### config.mk
export PLATFORM = sky130hd
export DESIGN_NAME = led_bar_graph_renderer
export DESIGN_NICKNAME = d
export VERILOG_FILES = /design/src/design/lbgr_pkg.sv /design/src/design/lbgr_front.sv /design/src/design/lbgr_cmd_fifo.sv /design/src/design/lbgr_back.sv /design/src/design/led_bar_graph_renderer.sv
export VERILOG_INCLUDE_DIRS = /design/src /design/src/design
export SDC_FILE = /design/constraint.sdc
export NUM_CORES = 2
export LEC_CHECK = 0
export ABC_AREA = 1
export BUFFER_PORTS_ARGS = -buffer_cell sky130_fd_sc_hd__buf_2
export CAP_MARGIN = 25
export CORE_MARGIN = 5
export CORE_UTILIZATION = 45
export CTS_BUF_LIST = sky130_fd_sc_hd__clkbuf_8
export DETAILED_ROUTE_END_ITERATION = 10
export GPL_TIMING_DRIVEN = 0
export SLEW_MARGIN = 20
export SYNTH_ARGS = -nofsm -noshare
export SYNTH_HDL_FRONTEND = slang
export SYNTH_SLANG_ARGS = --single-unit
### constraint.sdc
create_clock -name clk -period 6.2 [get_ports clk]
set_input_delay 0.93 -clock clk [delete_from_list [all_inputs] [get_ports clk]]
set_output_delay 0.93 -clock clk [all_outputs]
set_load 0.05 [all_outputs]
### src/design/led_bar_graph_renderer_assert.svh
// ----------------------------------------------------------------------------
// led bar graph renderer assertion macros
// concurrent checks clocked on clk and held off while arst_n is low
// ----------------------------------------------------------------------------
`ifndef LED_BAR_GRAPH_RENDERER_ASSERT_SVH
`define LED_BAR_GRAPH_RENDERER_ASSERT_SVH
`ifndef SYNTHESIS
// property must hold at every clock edge
`define LBGR_ASSERT(lbl, prop, msg) \
	lbl: assert property (@(posedge clk) disable iff (!arst_n) (prop)) else $error(msg);
// condition must never be true at a clock edge
`define LBGR_ASSERT_NEVER(lbl, cond, msg) \
	lbl: assert property (@(posedge clk) disable iff (!arst_n) !(cond)) else $error(msg);
`else
`define LBGR_ASSERT(lbl, prop, msg)
`define LBGR_ASSERT_NEVER(lbl, cond, msg)
`endif
`endif

### src/design/lbgr_pkg.sv
// ----------------------------------------------------------------------------
// lbgr_pkg
// shared types, constants and the brightness correction table
// ----------------------------------------------------------------------------
package lbgr_pkg;

	localparam int LEN_W   = 6;
	localparam int CH_W    = 8;
	localparam int BRT_W   = 7;
	localparam int COLOR_W = 24;
	localparam int LIT_W   = 7;
	localparam int PROD_W  = CH_W + BRT_W;

	// strip select codes
	localparam logic [1:0] SEL_MAIN   = 2'd1;
	localparam logic [1:0] SEL_SECOND = 2'd2;

	localparam logic [CH_W-1:0]  ACTIVE_LEVEL      = 8'd25;
	localparam logic [LEN_W-1:0] DEFAULT_MAIN_LEDS = 6'd10;
	localparam logic [LEN_W-1:0] MAIN_LEN_RESET    = 6'd10;
	localparam int               FULL_PERCENT      = 100;

	// divide by 100: floor(p * 5243 / 2^19) is exact for p below 2^15
	localparam int                DIV_SHIFT = 19;
	localparam int                DIV_MUL_W = 28;
	localparam logic [12:0]       DIV_MUL   = 13'd5243;

	// one queued bar command after classification
	typedef struct packed {
		logic [LEN_W-1:0]   start;
		logic [LEN_W-1:0]   len;
		logic [LEN_W-1:0]   nlit;
		logic [COLOR_W-1:0] on_color;
		logic [BRT_W-1:0]   on_brt;
		logic [COLOR_W-1:0] off_color;
		logic [BRT_W-1:0]   off_brt;
		logic               show;
	} cmd_t;

	// row 0: two active channels, row 1: three active channels
	typedef logic [1:0][(1<<BRT_W)-1:0][BRT_W-1:0] corr_tbl_t;

	// largest k with n*k*k <= b*b, clamped to 1..100
	function automatic corr_tbl_t build_corr_tbl();
		corr_tbl_t t;
		int n;
		int k;
		for (int r = 0; r < 2; r++) begin
			n = r + 2;
			for (int b = 0; b < (1 << BRT_W); b++) begin
				k = 0;
				while (k < b && n * (k + 1) * (k + 1) <= b * b) k++;
				if (k < 1) k = 1;
				if (k > FULL_PERCENT) k = FULL_PERCENT;
				t[r][b] = BRT_W'(k);
			end
		end
		return t;
	endfunction

	localparam corr_tbl_t CORR_TBL = build_corr_tbl();

	// corrected brightness for a color with act active channels
	// a dark color passes b through, one channel only clamps to 1..100
	function automatic logic [BRT_W-1:0] corrected_brt(logic [1:0] act,
			logic [BRT_W-1:0] b);
		logic [BRT_W-1:0] res;
		case (act)
			2'd0: begin
				res = b;
			end
			2'd1: begin
				if (b == '0) begin
					res = BRT_W'(1);
				end else if (b > BRT_W'(FULL_PERCENT)) begin
					res = BRT_W'(FULL_PERCENT);
				end else begin
					res = b;
				end
			end
			2'd2: begin
				res = CORR_TBL[0][b];
			end
			default: begin
				res = CORR_TBL[1][b];
			end
		endcase
		return res;
	endfunction

endpackage

### src/design/lbgr_front.sv
// ----------------------------------------------------------------------------
// lbgr_front
// holds the strip length register, takes bar commands and classifies them
// ----------------------------------------------------------------------------
module lbgr_front import lbgr_pkg::*; #(
	parameter int SECOND_STRIP_LEDS = 10,
	parameter int MAIN_STRIP_MAX    = 50
) (
	input  logic                clk,
	input  logic                arst_n,
	input  logic                cfg_valid,
	output logic                cfg_ready,
	input  logic [LEN_W-1:0]    cfg_data,
	input  logic                accept,
	input  logic [1:0]          strip_select,
	input  logic [LIT_W-1:0]    lit_count,
	input  logic [COLOR_W-1:0]  on_color,
	input  logic [BRT_W-1:0]    on_brightness,
	input  logic [COLOR_W-1:0]  off_color,
	input  logic [BRT_W-1:0]    off_brightness,
	input  logic                show_now,
	output logic                cmd_wr,
	output cmd_t                cmd_data
);

	logic [LEN_W-1:0] main_len_q;
	logic [LEN_W-1:0] main_eff;
	logic [LEN_W-1:0] start;
	logic [LEN_W-1:0] len;
	logic             sel_ok;
	logic [LEN_W-1:0] nlit;
	logic [1:0]       on_act;
	logic [1:0]       off_act;

	assign cfg_ready = 1'b1;

	// strip length register
	always_ff @(posedge clk or negedge arst_n) begin
		if (!arst_n) begin
			main_len_q <= MAIN_LEN_RESET;
		end else if (cfg_valid) begin
			main_len_q <= cfg_data;
		end
	end

	// effective main strip length: zero fallback first, then saturation
	always_comb begin
		main_eff = (main_len_q == '0) ? DEFAULT_MAIN_LEDS : main_len_q;
		if (32'(main_eff) > MAIN_STRIP_MAX) begin
			main_eff = LEN_W'(MAIN_STRIP_MAX);
		end
	end

	// strip placement
	always_comb begin
		sel_ok = 1'b1;
		start  = '0;
		len    = main_eff;
		case (strip_select)
			SEL_MAIN: begin
				start = '0;
				len   = main_eff;
			end
			SEL_SECOND: begin
				start = main_eff;
				len   = LEN_W'(SECOND_STRIP_LEDS);
			end
			default: begin
				sel_ok = 1'b0;
			end
		endcase
	end

	// lit count saturation to the strip length; counts of 64 and up give zero
	always_comb begin
		if (lit_count[LIT_W-1]) begin
			nlit = '0;
		end else if (lit_count[LEN_W-1:0] > len) begin
			nlit = len;
		end else begin
			nlit = lit_count[LEN_W-1:0];
		end
	end

	// active channel counts
	assign on_act  = 2'(on_color[23:16] > ACTIVE_LEVEL) + 2'(on_color[15:8] > ACTIVE_LEVEL)
		+ 2'(on_color[7:0] > ACTIVE_LEVEL);
	assign off_act = 2'(off_color[23:16] > ACTIVE_LEVEL) + 2'(off_color[15:8] > ACTIVE_LEVEL)
		+ 2'(off_color[7:0] > ACTIVE_LEVEL);

	// classified command; invalid strips are dropped here
	assign cmd_wr             = accept && sel_ok;
	assign cmd_data.start     = start;
	assign cmd_data.len       = len;
	assign cmd_data.nlit      = nlit;
	assign cmd_data.on_color  = on_color;
	assign cmd_data.on_brt    = corrected_brt(on_act, on_brightness);
	assign cmd_data.off_color = off_color;
	assign cmd_data.off_brt   = corrected_brt(off_act, off_brightness);
	assign cmd_data.show      = show_now;

endmodule

### src/design/lbgr_cmd_fifo.sv
// ----------------------------------------------------------------------------
// lbgr_cmd_fifo
// two-entry command queue between the front and the pixel sequencer
// ----------------------------------------------------------------------------
module lbgr_cmd_fifo import lbgr_pkg::*; (
	input  logic clk,
	input  logic arst_n,
	input  logic wr_en,
	input  cmd_t wr_data,
	output logic full,
	input  logic rd_en,
	output cmd_t rd_data,
	output logic empty
);

	cmd_t       entry_q [2];
	logic       wr_ptr_q;
	logic       rd_ptr_q;
	logic [1:0] cnt_q;

	assign full    = (cnt_q == 2'd2);
	assign empty   = (cnt_q == 2'd0);
	assign rd_data = entry_q[rd_ptr_q];

	// entry storage
	always_ff @(posedge clk) begin
		if (wr_en) begin
			entry_q[wr_ptr_q] <= wr_data;
		end
	end

	// pointers and fill count
	always_ff @(posedge clk or negedge arst_n) begin
		if (!arst_n) begin
			wr_ptr_q <= 1'b0;
			rd_ptr_q <= 1'b0;
			cnt_q    <= 2'd0;
		end else begin
			if (wr_en) wr_ptr_q <= ~wr_ptr_q;
			if (rd_en) rd_ptr_q <= ~rd_ptr_q;
			cnt_q <= cnt_q + 2'(wr_en) - 2'(rd_en);
		end
	end

endmodule

### src/design/lbgr_back.sv
// ----------------------------------------------------------------------------
// lbgr_back
// steps the head command one pixel a cycle if results fit; dims, queues them
// ----------------------------------------------------------------------------
module lbgr_back import lbgr_pkg::*; (
	input  logic             clk,
	input  logic             arst_n,
	input  logic             cmd_empty,
	input  cmd_t             cmd,
	output logic             cmd_pop,
	output logic             empty,
	input  logic             pop,
	output logic [LEN_W-1:0] pixel_index,
	output logic [CH_W-1:0]  red_level,
	output logic [CH_W-1:0]  green_level,
	output logic [CH_W-1:0]  blue_level,
	output logic             refresh,
	output logic             last_pixel
);

	`include "led_bar_graph_renderer_assert.svh"

	localparam int OUT_DEPTH = 4;

	typedef struct packed {
		logic [LEN_W-1:0] index;
		logic [CH_W-1:0]  red;
		logic [CH_W-1:0]  green;
		logic [CH_W-1:0]  blue;
		logic             refresh;
		logic             last;
	} pix_t;

	logic [LEN_W-1:0]   idx_q;
	logic               issue;
	logic               is_last;
	logic               use_on;
	logic [COLOR_W-1:0] color;
	logic [BRT_W-1:0]   brt;

	logic               v_s1;
	logic [LEN_W-1:0]   index_s1;
	logic               last_s1;
	logic               refresh_s1;
	logic [PROD_W-1:0]  r_prod_s1;
	logic [PROD_W-1:0]  g_prod_s1;
	logic [PROD_W-1:0]  b_prod_s1;

	logic [DIV_MUL_W-1:0] r_scaled;
	logic [DIV_MUL_W-1:0] g_scaled;
	logic [DIV_MUL_W-1:0] b_scaled;
	pix_t                 pix_in;

	pix_t       out_q [OUT_DEPTH];
	logic [1:0] out_wr_q;
	logic [1:0] out_rd_q;
	logic [2:0] out_cnt_q;
	logic       out_pop;

	// issue a pixel while the result queue has room for it
	assign issue   = !cmd_empty && ((4'(out_cnt_q) + 4'(v_s1)) < 4'(OUT_DEPTH));
	assign is_last = (idx_q == cmd.len - LEN_W'(1));
	assign cmd_pop = issue && is_last;

	// pixel counter within the head command
	always_ff @(posedge clk or negedge arst_n) begin
		if (!arst_n) begin
			idx_q <= '0;
		end else if (issue) begin
			idx_q <= is_last ? '0 : idx_q + LEN_W'(1);
		end
	end

	// on or off color for this pixel
	assign use_on = (idx_q < cmd.nlit);
	assign color  = use_on ? cmd.on_color : cmd.off_color;
	assign brt    = use_on ? cmd.on_brt : cmd.off_brt;

	// stage 1: channel times brightness
	always_ff @(posedge clk or negedge arst_n) begin
		if (!arst_n) begin
			v_s1 <= 1'b0;
		end else begin
			v_s1 <= issue;
		end
	end

	always_ff @(posedge clk) begin
		if (issue) begin
			index_s1   <= cmd.start + idx_q;
			last_s1    <= is_last;
			refresh_s1 <= is_last && cmd.show;
			r_prod_s1  <= PROD_W'(color[23:16]) * PROD_W'(brt);
			g_prod_s1  <= PROD_W'(color[15:8]) * PROD_W'(brt);
			b_prod_s1  <= PROD_W'(color[7:0]) * PROD_W'(brt);
		end
	end

	// divide by 100 through the reciprocal
	assign r_scaled = DIV_MUL_W'(r_prod_s1) * DIV_MUL_W'(DIV_MUL);
	assign g_scaled = DIV_MUL_W'(g_prod_s1) * DIV_MUL_W'(DIV_MUL);
	assign b_scaled = DIV_MUL_W'(b_prod_s1) * DIV_MUL_W'(DIV_MUL);

	assign pix_in.index   = index_s1;
	assign pix_in.red     = r_scaled[DIV_SHIFT +: CH_W];
	assign pix_in.green   = g_scaled[DIV_SHIFT +: CH_W];
	assign pix_in.blue    = b_scaled[DIV_SHIFT +: CH_W];
	assign pix_in.refresh = refresh_s1;
	assign pix_in.last    = last_s1;

	// result queue storage
	always_ff @(posedge clk) begin
		if (v_s1) begin
			out_q[out_wr_q] <= pix_in;
		end
	end

	assign out_pop = pop && !empty;

	// result queue pointers and count
	always_ff @(posedge clk or negedge arst_n) begin
		if (!arst_n) begin
			out_wr_q  <= '0;
			out_rd_q  <= '0;
			out_cnt_q <= '0;
		end else begin
			if (v_s1) out_wr_q <= out_wr_q + 2'd1;
			if (out_pop) out_rd_q <= out_rd_q + 2'd1;
			out_cnt_q <= out_cnt_q + 3'(v_s1) - 3'(out_pop);
		end
	end

	// result ports
	assign empty       = (out_cnt_q == 3'd0);
	assign pixel_index = out_q[out_rd_q].index;
	assign red_level   = out_q[out_rd_q].red;
	assign green_level = out_q[out_rd_q].green;
	assign blue_level  = out_q[out_rd_q].blue;
	assign refresh     = out_q[out_rd_q].refresh;
	assign last_pixel  = out_q[out_rd_q].last;

	// checks
	`LBGR_ASSERT_NEVER(a_out_credit, (4'(out_cnt_q) + 4'(v_s1)) > 4'(OUT_DEPTH), "result queue overrun")
	`LBGR_ASSERT_NEVER(a_idx_range, !cmd_empty && (idx_q >= cmd.len), "pixel counter past strip")
	`LBGR_ASSERT(a_s1_lands, v_s1 && !out_pop |=> out_cnt_q == $past(out_cnt_q) + 3'd1, "pixel lost")
	`LBGR_ASSERT(a_last_wraps, issue && is_last |=> idx_q == '0, "counter not cleared after run")

endmodule

### src/design/led_bar_graph_renderer.sv
// ----------------------------------------------------------------------------
// led_bar_graph_renderer
// turns bar-draw commands into per-LED dimmed pixel values
// ----------------------------------------------------------------------------
// channel   direction  handshake              payload
// command   in         push / full            strip_select .. show_now
// pixel     out        empty / pop            pixel_index .. last_pixel
// config    in         cfg_valid / cfg_ready  cfg_data (main strip length)
//
// a command for a strip of L LEDs gives L pixels, one per cycle while pop
// keeps up; a pixel passes the command queue, stage 1 and the result queue.
// the pixel counter in the back end sets the rate; commands to an invalid
// strip are taken and give nothing. a two-deep command queue lets the
// next command in while a run is going. stalls on pop hold the result queue.
// reset sets the main strip length to 10 and empties both queues.
// ----------------------------------------------------------------------------
module led_bar_graph_renderer import lbgr_pkg::*; #(
	parameter int SECOND_STRIP_LEDS = 10,
	parameter int MAIN_STRIP_MAX    = 50
) (
	input  logic               clk,
	input  logic               arst_n,
	input  logic               cfg_valid,
	output logic               cfg_ready,
	input  logic [LEN_W-1:0]   cfg_data,
	input  logic               push,
	output logic               full,
	input  logic [1:0]         strip_select,
	input  logic [LIT_W-1:0]   lit_count,
	input  logic [COLOR_W-1:0] on_color,
	input  logic [BRT_W-1:0]   on_brightness,
	input  logic [COLOR_W-1:0] off_color,
	input  logic [BRT_W-1:0]   off_brightness,
	input  logic               show_now,
	output logic               empty,
	input  logic               pop,
	output logic [LEN_W-1:0]   pixel_index,
	output logic [CH_W-1:0]    red_level,
	output logic [CH_W-1:0]    green_level,
	output logic [CH_W-1:0]    blue_level,
	output logic               refresh,
	output logic               last_pixel
);

	logic accept;
	logic cmd_wr;
	cmd_t cmd_wdata;
	logic cmd_pop;
	cmd_t cmd_head;
	logic cmd_empty;

	assign accept = push && !full;

	// command classification
	lbgr_front #(
		.SECOND_STRIP_LEDS(SECOND_STRIP_LEDS),
		.MAIN_STRIP_MAX(MAIN_STRIP_MAX)
	) u_front (
		.clk(clk),
		.arst_n(arst_n),
		.cfg_valid(cfg_valid),
		.cfg_ready(cfg_ready),
		.cfg_data(cfg_data),
		.accept(accept),
		.strip_select(strip_select),
		.lit_count(lit_count),
		.on_color(on_color),
		.on_brightness(on_brightness),
		.off_color(off_color),
		.off_brightness(off_brightness),
		.show_now(show_now),
		.cmd_wr(cmd_wr),
		.cmd_data(cmd_wdata)
	);

	// command queue
	lbgr_cmd_fifo u_cmd_fifo (
		.clk(clk),
		.arst_n(arst_n),
		.wr_en(cmd_wr),
		.wr_data(cmd_wdata),
		.full(full),
		.rd_en(cmd_pop),
		.rd_data(cmd_head),
		.empty(cmd_empty)
	);

	// pixel sequencer and dimming
	lbgr_back u_back (
		.clk(clk),
		.arst_n(arst_n),
		.cmd_empty(cmd_empty),
		.cmd(cmd_head),
		.cmd_pop(cmd_pop),
		.empty(empty),
		.pop(pop),
		.pixel_index(pixel_index),
		.red_level(red_level),
		.green_level(green_level),
		.blue_level(blue_level),
		.refresh(refresh),
		.last_pixel(last_pixel)
	);

endmodule
; ---- Word level (Yosys, flattened, before mapping)
; Memory sizes are Yosys's and may differ from the RTL's.
; Index checks and enable logic that the tools add are counted.
[totals]
regBits = 77
ram_bits = 290
rom_bits = 3584
in_bits = 83
out_inout_bits = 35
word_cells = 106
n_memories = 6
[classes]
addsub = 14
mul = 6
order_cmp = 14
eq_ne = 8
mux = 24
bitwise = 2
reduce_logical = 17
[memory_table]
columns = memory, depth, word_bits, rd, rd_clocked_by_memory_dff, write_ports, line
row1 = (name not given), 128, 7, 1, 0, 0, lbgr_pkg.sv:82  ; res = CORR_TBL[0][b];
row2 = (name not given), 128, 7, 1, 0, 0, lbgr_pkg.sv:85  ; res = CORR_TBL[1][b];
row3 = (name not given), 128, 7, 1, 0, 0, lbgr_pkg.sv:82
row4 = (name not given), 128, 7, 1, 0, 0, lbgr_pkg.sv:85
row5 = u_cmd_fifo.entry_q, 2, 81, 1, 0, 1, lbgr_cmd_fifo.sv:16  ; cmd_t entry_q [2];
row6 = u_back.out_q, 4, 32, 1, 0, 1, lbgr_back.sv:54  ; pix_t out_q [OUT_DEPTH];
[op_table]
columns = operator, count
row1 = $mul A15 B13 Y27 const B, 3
row2 = $mux W7, 9
row3 = $gt A8 B5 Y1 const B, 6
row4 = $mul A8 B7 Y15, 3
row5 = $mux W6, 7
row6 = $pmux W7 S3, 2
row7 = $mux W24, 1
row8 = $lt A7 B8 Y1 const B, 2
row9 = $gt A7 B7 Y1 const B, 2
row10 = $logic_not A7 Y1, 2
row11 = $eq A2 B2 Y1 const B, 4
row12 = $add A2 B1 Y2, 3
row13 = $add A6 B1 Y6 const B, 1
row14 = $add A6 B6 Y6, 1
row15 = $eq A2 B1 Y1 const B, 3
row16 = $eq A6 B6 Y1, 1
row17 = $gt A6 B6 Y1, 1
row18 = $gt A6 B6 Y1 const B, 1
row19 = $logic_and A1 B1 Y1, 6
row20 = $logic_not A2 Y1, 3
row21 = $logic_not A6 Y1, 1
row22 = $lt A6 B6 Y1, 1
row23 = $sub A6 B1 Y6 const B, 1
row24 = $mux W1, 5
row25 = other kinds (11), 16

; ---- Longest topological paths before layout
[logic_depth]
ltp_word = 8
depth_mapped = 32
depth_no_buf = 25

; ---- By module
; A second synthesis with hierarchy kept.
[unflattened]
cells_unflattened = 4172
hier_area_um2 = 36343.6
[by_module_without_submodules]
columns = mod, instances, cells_each, area_per_inst_um2, seq_area_each_um2
row1 = lbgr_back, 1, 2879, 25510.7, 5785.5
row2 = lbgr_cmd_fifo, 1, 448, 6294.8, 4964.8
row3 = lbgr_front, 1, 843, 4528.1, 152.6
row4 = led_bar_graph_renderer, 1, 2, 10.0, 0.0

; ---- Least setup slack after synthesis
; Ideal clock, no wire load.
[synth_path]
path_kind = register to register
from = reg u_cmd_fifo.rd_ptr_q
to = reg u_back.b_prod_s1[13] (data pin)
setup_time_ns = 0.265
arrival_ns = 5.895
required_ns = 5.935
slack_ns = 0.040
stages_incl_launch_ff = 30
path_buffers = 7
synth_period_minus_slack_ns = 6.160
path_cell_list = dfrtp_1 buf_6 buf_2 buf_4 buf_2 buf_2 mux2i_1 ha_1 nand4_1 o21ai_4 buf_8 o21ai_0 o21ai_2 buf_4 nor2_1 fa_1 inv_1 fa_1 inv_1 fa_1 inv_1 fa_1 inv_1 ha_1 a21oi_1 nor2_1 nand3b_1 nand2_1 o21ai_0 xor2_1
[synth_between]
elab_chain_len = 4
word_cells_on_any_way = 5
classes_between = mul: 1 / order compare: 1 / mux: 2 / memory: 1
[synth_lines]
columns = item, line
row1 = "start, declared", lbgr_cmd_fifo.sv:18  ; logic rd_ptr_q;
row2 = "start signal, assigned", lbgr_cmd_fifo.sv:40  ; if (rd_en) rd_ptr_q <= ~rd_ptr_q;
row3 = $mem_v2 Z2 W81 (*), --
row4 = $lt A6 B6 Y1, lbgr_back.sv:75  ; assign use_on = (idx_q < cmd.nlit);
row5 = $mux W24 / $mux W7 (equally long branches), "lbgr_back.sv:76, lbgr_back.sv:77"
row6 = $mul A8 B7 Y15 (*), lbgr_back.sv:95  ; b_prod_s1 <= PROD_W'(color[7:0]) * PROD_W'(brt);
row7 = "end signal, assigned", lbgr_back.sv:95
row8 = "end, declared", lbgr_back.sv:47  ; logic [PROD_W-1:0] b_prod_s1;
; Mark *: on every way between the ends. The rest lies on a longest branch, timed or not.
; A chain may end at the register's enable or synchronous reset.

; ---- Worst setup path in the final report
[layout_path]
from = reg u_cmd_fifo.rd_ptr_q
to = reg u_back.g_prod_s1[13] (data pin)
[layout_between]
elab_chain_len = 4
word_cells_on_any_way = 5
classes_between = mul: 1 / order compare: 1 / mux: 2 / memory: 1
[layout_lines]
columns = item, line
row1 = $mem_v2 Z2 W81 (*), --
row2 = $lt A6 B6 Y1, lbgr_back.sv:75
row3 = $mux W24 / $mux W7 (equally long branches), "lbgr_back.sv:76, lbgr_back.sv:77"
row4 = $mul A8 B7 Y15 (*), lbgr_back.sv:94  ; g_prod_s1 <= PROD_W'(color[15:8]) * PROD_W'(brt);
row5 = "end signal, assigned", lbgr_back.sv:94
row6 = "end, declared", lbgr_back.sv:46  ; logic [PROD_W-1:0] g_prod_s1;
; Marked as above.

==> results.yml <==
run_status:
  status: "complete, no violations"
detailed_routing:
  avgRoutedWirePerCell_um: 16.6
  drc: 0
  num_vias: 26500
  drt_iter0_markers: 1658
  wl_um: 87000
  ant_nets: 0
  dr.pass1.iters: 6
  routed_via_density: 5.06
logic_synthesis:
  synth.area.top_cells: "edfxtp_1, fa_1, ha_1"
  synth-simple-area-share_pct: 15.9
  ys_types: 51
  ys_top_cells_by_count: "inv_1, nand2_1, ha_1, nor2_1, edfxtp_1"
  syn_area_per_cell_um2: 8.98
  synth-edff-count: 343
  syn-cell-area_um2: 35300
  ys_ff_latch: 367
  syn_nets: 4762
  synth_top_area_share_pct: 29.2
  async_flop_share_pct: 6.54
  syn_inst: 3931
  yosysMostFrequentCell: "inv_1"
  ys_seq_area_share_pct: 30.9
  synth_top_family_by_area: "adder cells"
  synth_compound_area_share_pct: 7.74
  yosysTopAreaCell: "edfxtp_1"
  synth_warnings: 0
  synthAdderAreaFrac_pct: 32.8
  yosys_most_used_dff: "edfxtp_1"
  synth.area.mux_share_pct: 1.67
  synth_xor_area_share_pct: 1.59
clocking:
  cts_tree: "done"
  clkSlewWorstSetupHoldPaths_ps: 60
  clock_sinks: 367
  hold_buffers: 0
  cts_buffers: 68
  cts_max_level: 3
  clock_latency_ps: 650
  cts-root-buf: "clkbuf_8"
  cts.path.max_buffers: 3
final_layout:
  multi_input_area_um2: 21200
  finish.utilization_pct: 50.4
  nets: 4978
  final.fill_count: 7455
  regArea_um2: 10900
  drive_gt1_share_pct: 8.32
  synthToLayoutAreaGrowth_pct: 10.9
sta:
  min_period_ps: 5940
  fin_worst_skew_ps: 39.3
  rsz0062_at_grt: "true"
  timing.max_slew.rel_slack_pct: 46.7
  fin_crit_sh_pct: 95.8
  hold_viol: 0
  setup_viol: 0
  setup_ws_ps: 259
  slew_violations: 0
  fin_setup_tns_ps: 0
  tightest_slew_ps: 799
  fmaxAchievable_mhz: 168
  timing.hold.ws_ps: 314
global_routing:
  grt_use_total_pct: 20.5
  grt_pass1_vias: 27000
  antenna_found_initial: 2
  grt_max_degree: 53
  grt_pass1_wl_um: 141000
  overflow: 0
setup_path:
  regToRegEndpoint: "u_back.g_prod_s1[13]"
  cp.arrival_ps: 6290
  reg2regPathDepth: 27
  rrSetupSlack_ps: 260
  end_kind: "register"
  required_ps: 6550
  cp-start-kind: "register"
  critPathMaxFanout: 10
  worst_r2r_startpoint: "u_cmd_fifo.rd_ptr_q"
  critical_path_class: "register to register"
placement:
  gp_congestion: 0.911
  place_ws_ps: -1310
  dp_hpwl_um: 69300
  io_buffers: 111
floorplan:
  io_pins: 118
  die_h_um: 290
  rows: 102
  die-area_um2: 84100
  start_util_pct: 45.5
  fp.dieW_um: 290
  core_um2: 77600
flow_run:
  maxCapViolations: 0
hold_path:
  hp-class: "input pin to asynchronous set/reset pin"
==> cells in the final DEF (no fill, tap or decap), types with 21 or more instances in the layout <==
cell type	Yosys	final
inv_1	736	753
o22ai_1	34	34
buf_2	10	118
xor2_1	49	47
clkbuf_1	51	50
o21ai_0	169	165
clkbuf_8	0	68
nor2_1	395	391
nand2_1	727	727
nor3_1	31	31
o21ai_2	28	27
edfxtp_1	343	343
a21oi_1	153	153
dfrtp_1	22	21
nand3_1	172	172
fa_1	295	295
nand4_1	37	37
buf_4	9	28
o211ai_1	21	21
ha_1	453	449
mux2i_1	59	58
==> final cells by class <==
cell class / instances / area share, %
inverter: 753 / 7.25
buffer: 83 / 1.21
tap: 1040 / 3.33
clock buffer: 68 / 2.39
multi-input combinational: 2725 / 54.3
antenna: 3 / 0.0192
sequential: 367 / 27.9
clock inverter: 50 / 0.828
timing repair buffer: 149 / 2.85
==> sequential cells by signal, summed over array words and instances (netlist names) <==
| signal | count |
|---|---|
| u_back.g_prod_s1 | 15 |
| u_back.idx_q | 6 |
| u_cmd_fifo.rd_ptr_q | 1 |
| u_cmd_fifo.wr_ptr_q | 1 |
| u_back.r_prod_s1 | 15 |
| u_back.b_prod_s1 | 15 |
| u_back.out_wr_q | 2 |
| u_back.out_cnt_q | 3 |
| u_back.out_rd_q | 2 |
| u_cmd_fifo.entry_q | 162 |
| u_back.last_s1 | 1 |
| u_back.refresh_s1 | 1 |
| u_back.index_s1 | 6 |
| u_back.out_q | 128 |
| u_front.main_len_q | 6 |
| u_cmd_fifo.cnt_q | 2 |
| u_back.v_s1 | 1 |
==> worst max-delay path, stage by stage, from the launching register on <==
cell and delay [ps]:
dfrtp_2 450, buf_12 160, mux2i_4 180, ha_1 310
a21oi_1 140, o21a_2 210, o21ai_4 80, buf_12 140
bufbuf_16 260, nand2_4 60, o21ai_4 130, inv_4 140
buf_6 160, nor2_1 70, fa_1 560, fa_1 430
fa_1 490, inv_1 50, fa_1 470, inv_1 40
ha_1 360, nand2_1 90, nor2_1 100, nand2_1 60
nand3b_1 130, nand2_1 80, o21ai_0 200, xor2_1 110
==> worst max-delay path by stage <==
stage	cells after the start	end	slack (ps)	from
detailed placement	27	u_back.r_prod_s1[14]	-1310	u_cmd_fifo.rd_ptr_q
floorplan	29	u_back.b_prod_s1[13]	40	u_cmd_fifo.rd_ptr_q
global route	26	u_back.g_prod_s1[12]	-90	u_cmd_fifo.rd_ptr_q
finish	27	u_back.g_prod_s1[13]	260	u_cmd_fifo.rd_ptr_q
CTS	30	u_back.r_prod_s1[14]	8	u_cmd_fifo.rd_ptr_q
global placement	6	u_cmd_fifo.entry_q[1][8]	-1900	strip_select[0]
==> metal layers <==
metal  wire, µm  track usage, %  vias up
met5          0               0        -
met4       1630            4.87        0
met3       4230            3.01      123
met2      42000            35.6      645
met1      39100            27.3    12600
li1           -               -    13200
==> cell families after synthesis <==
logic type | Yosys count
flops | 367
mux | 59
fa+ha+maj | 748
buf+inv | 840
other cells | 1
simple gates | 1384
xor+xnor | 64
compound gates | 468
==> through the flow <==
stage / instance area [µm²] / instances
6_report: 39100 / 5238
4_1_cts: 38900 / 5219
5_1_grt: 39100 / 5236
3_3_place_gp: 37200 / 5082
3_5_place_dp: 37400 / 5094
2_1_floorplan: 35300 / 3931
==> what timing repair did <==
item,in CTS,in global routing
buffers inserted,7,16
cloned,3,1
setup endpoints to repair,30,16
resized for setup,19,19
pin swaps,5,3
Power is left out: the tool's default activity adds up to more than one toggle a clock period on the data nets, which glitch-free logic cannot reach.
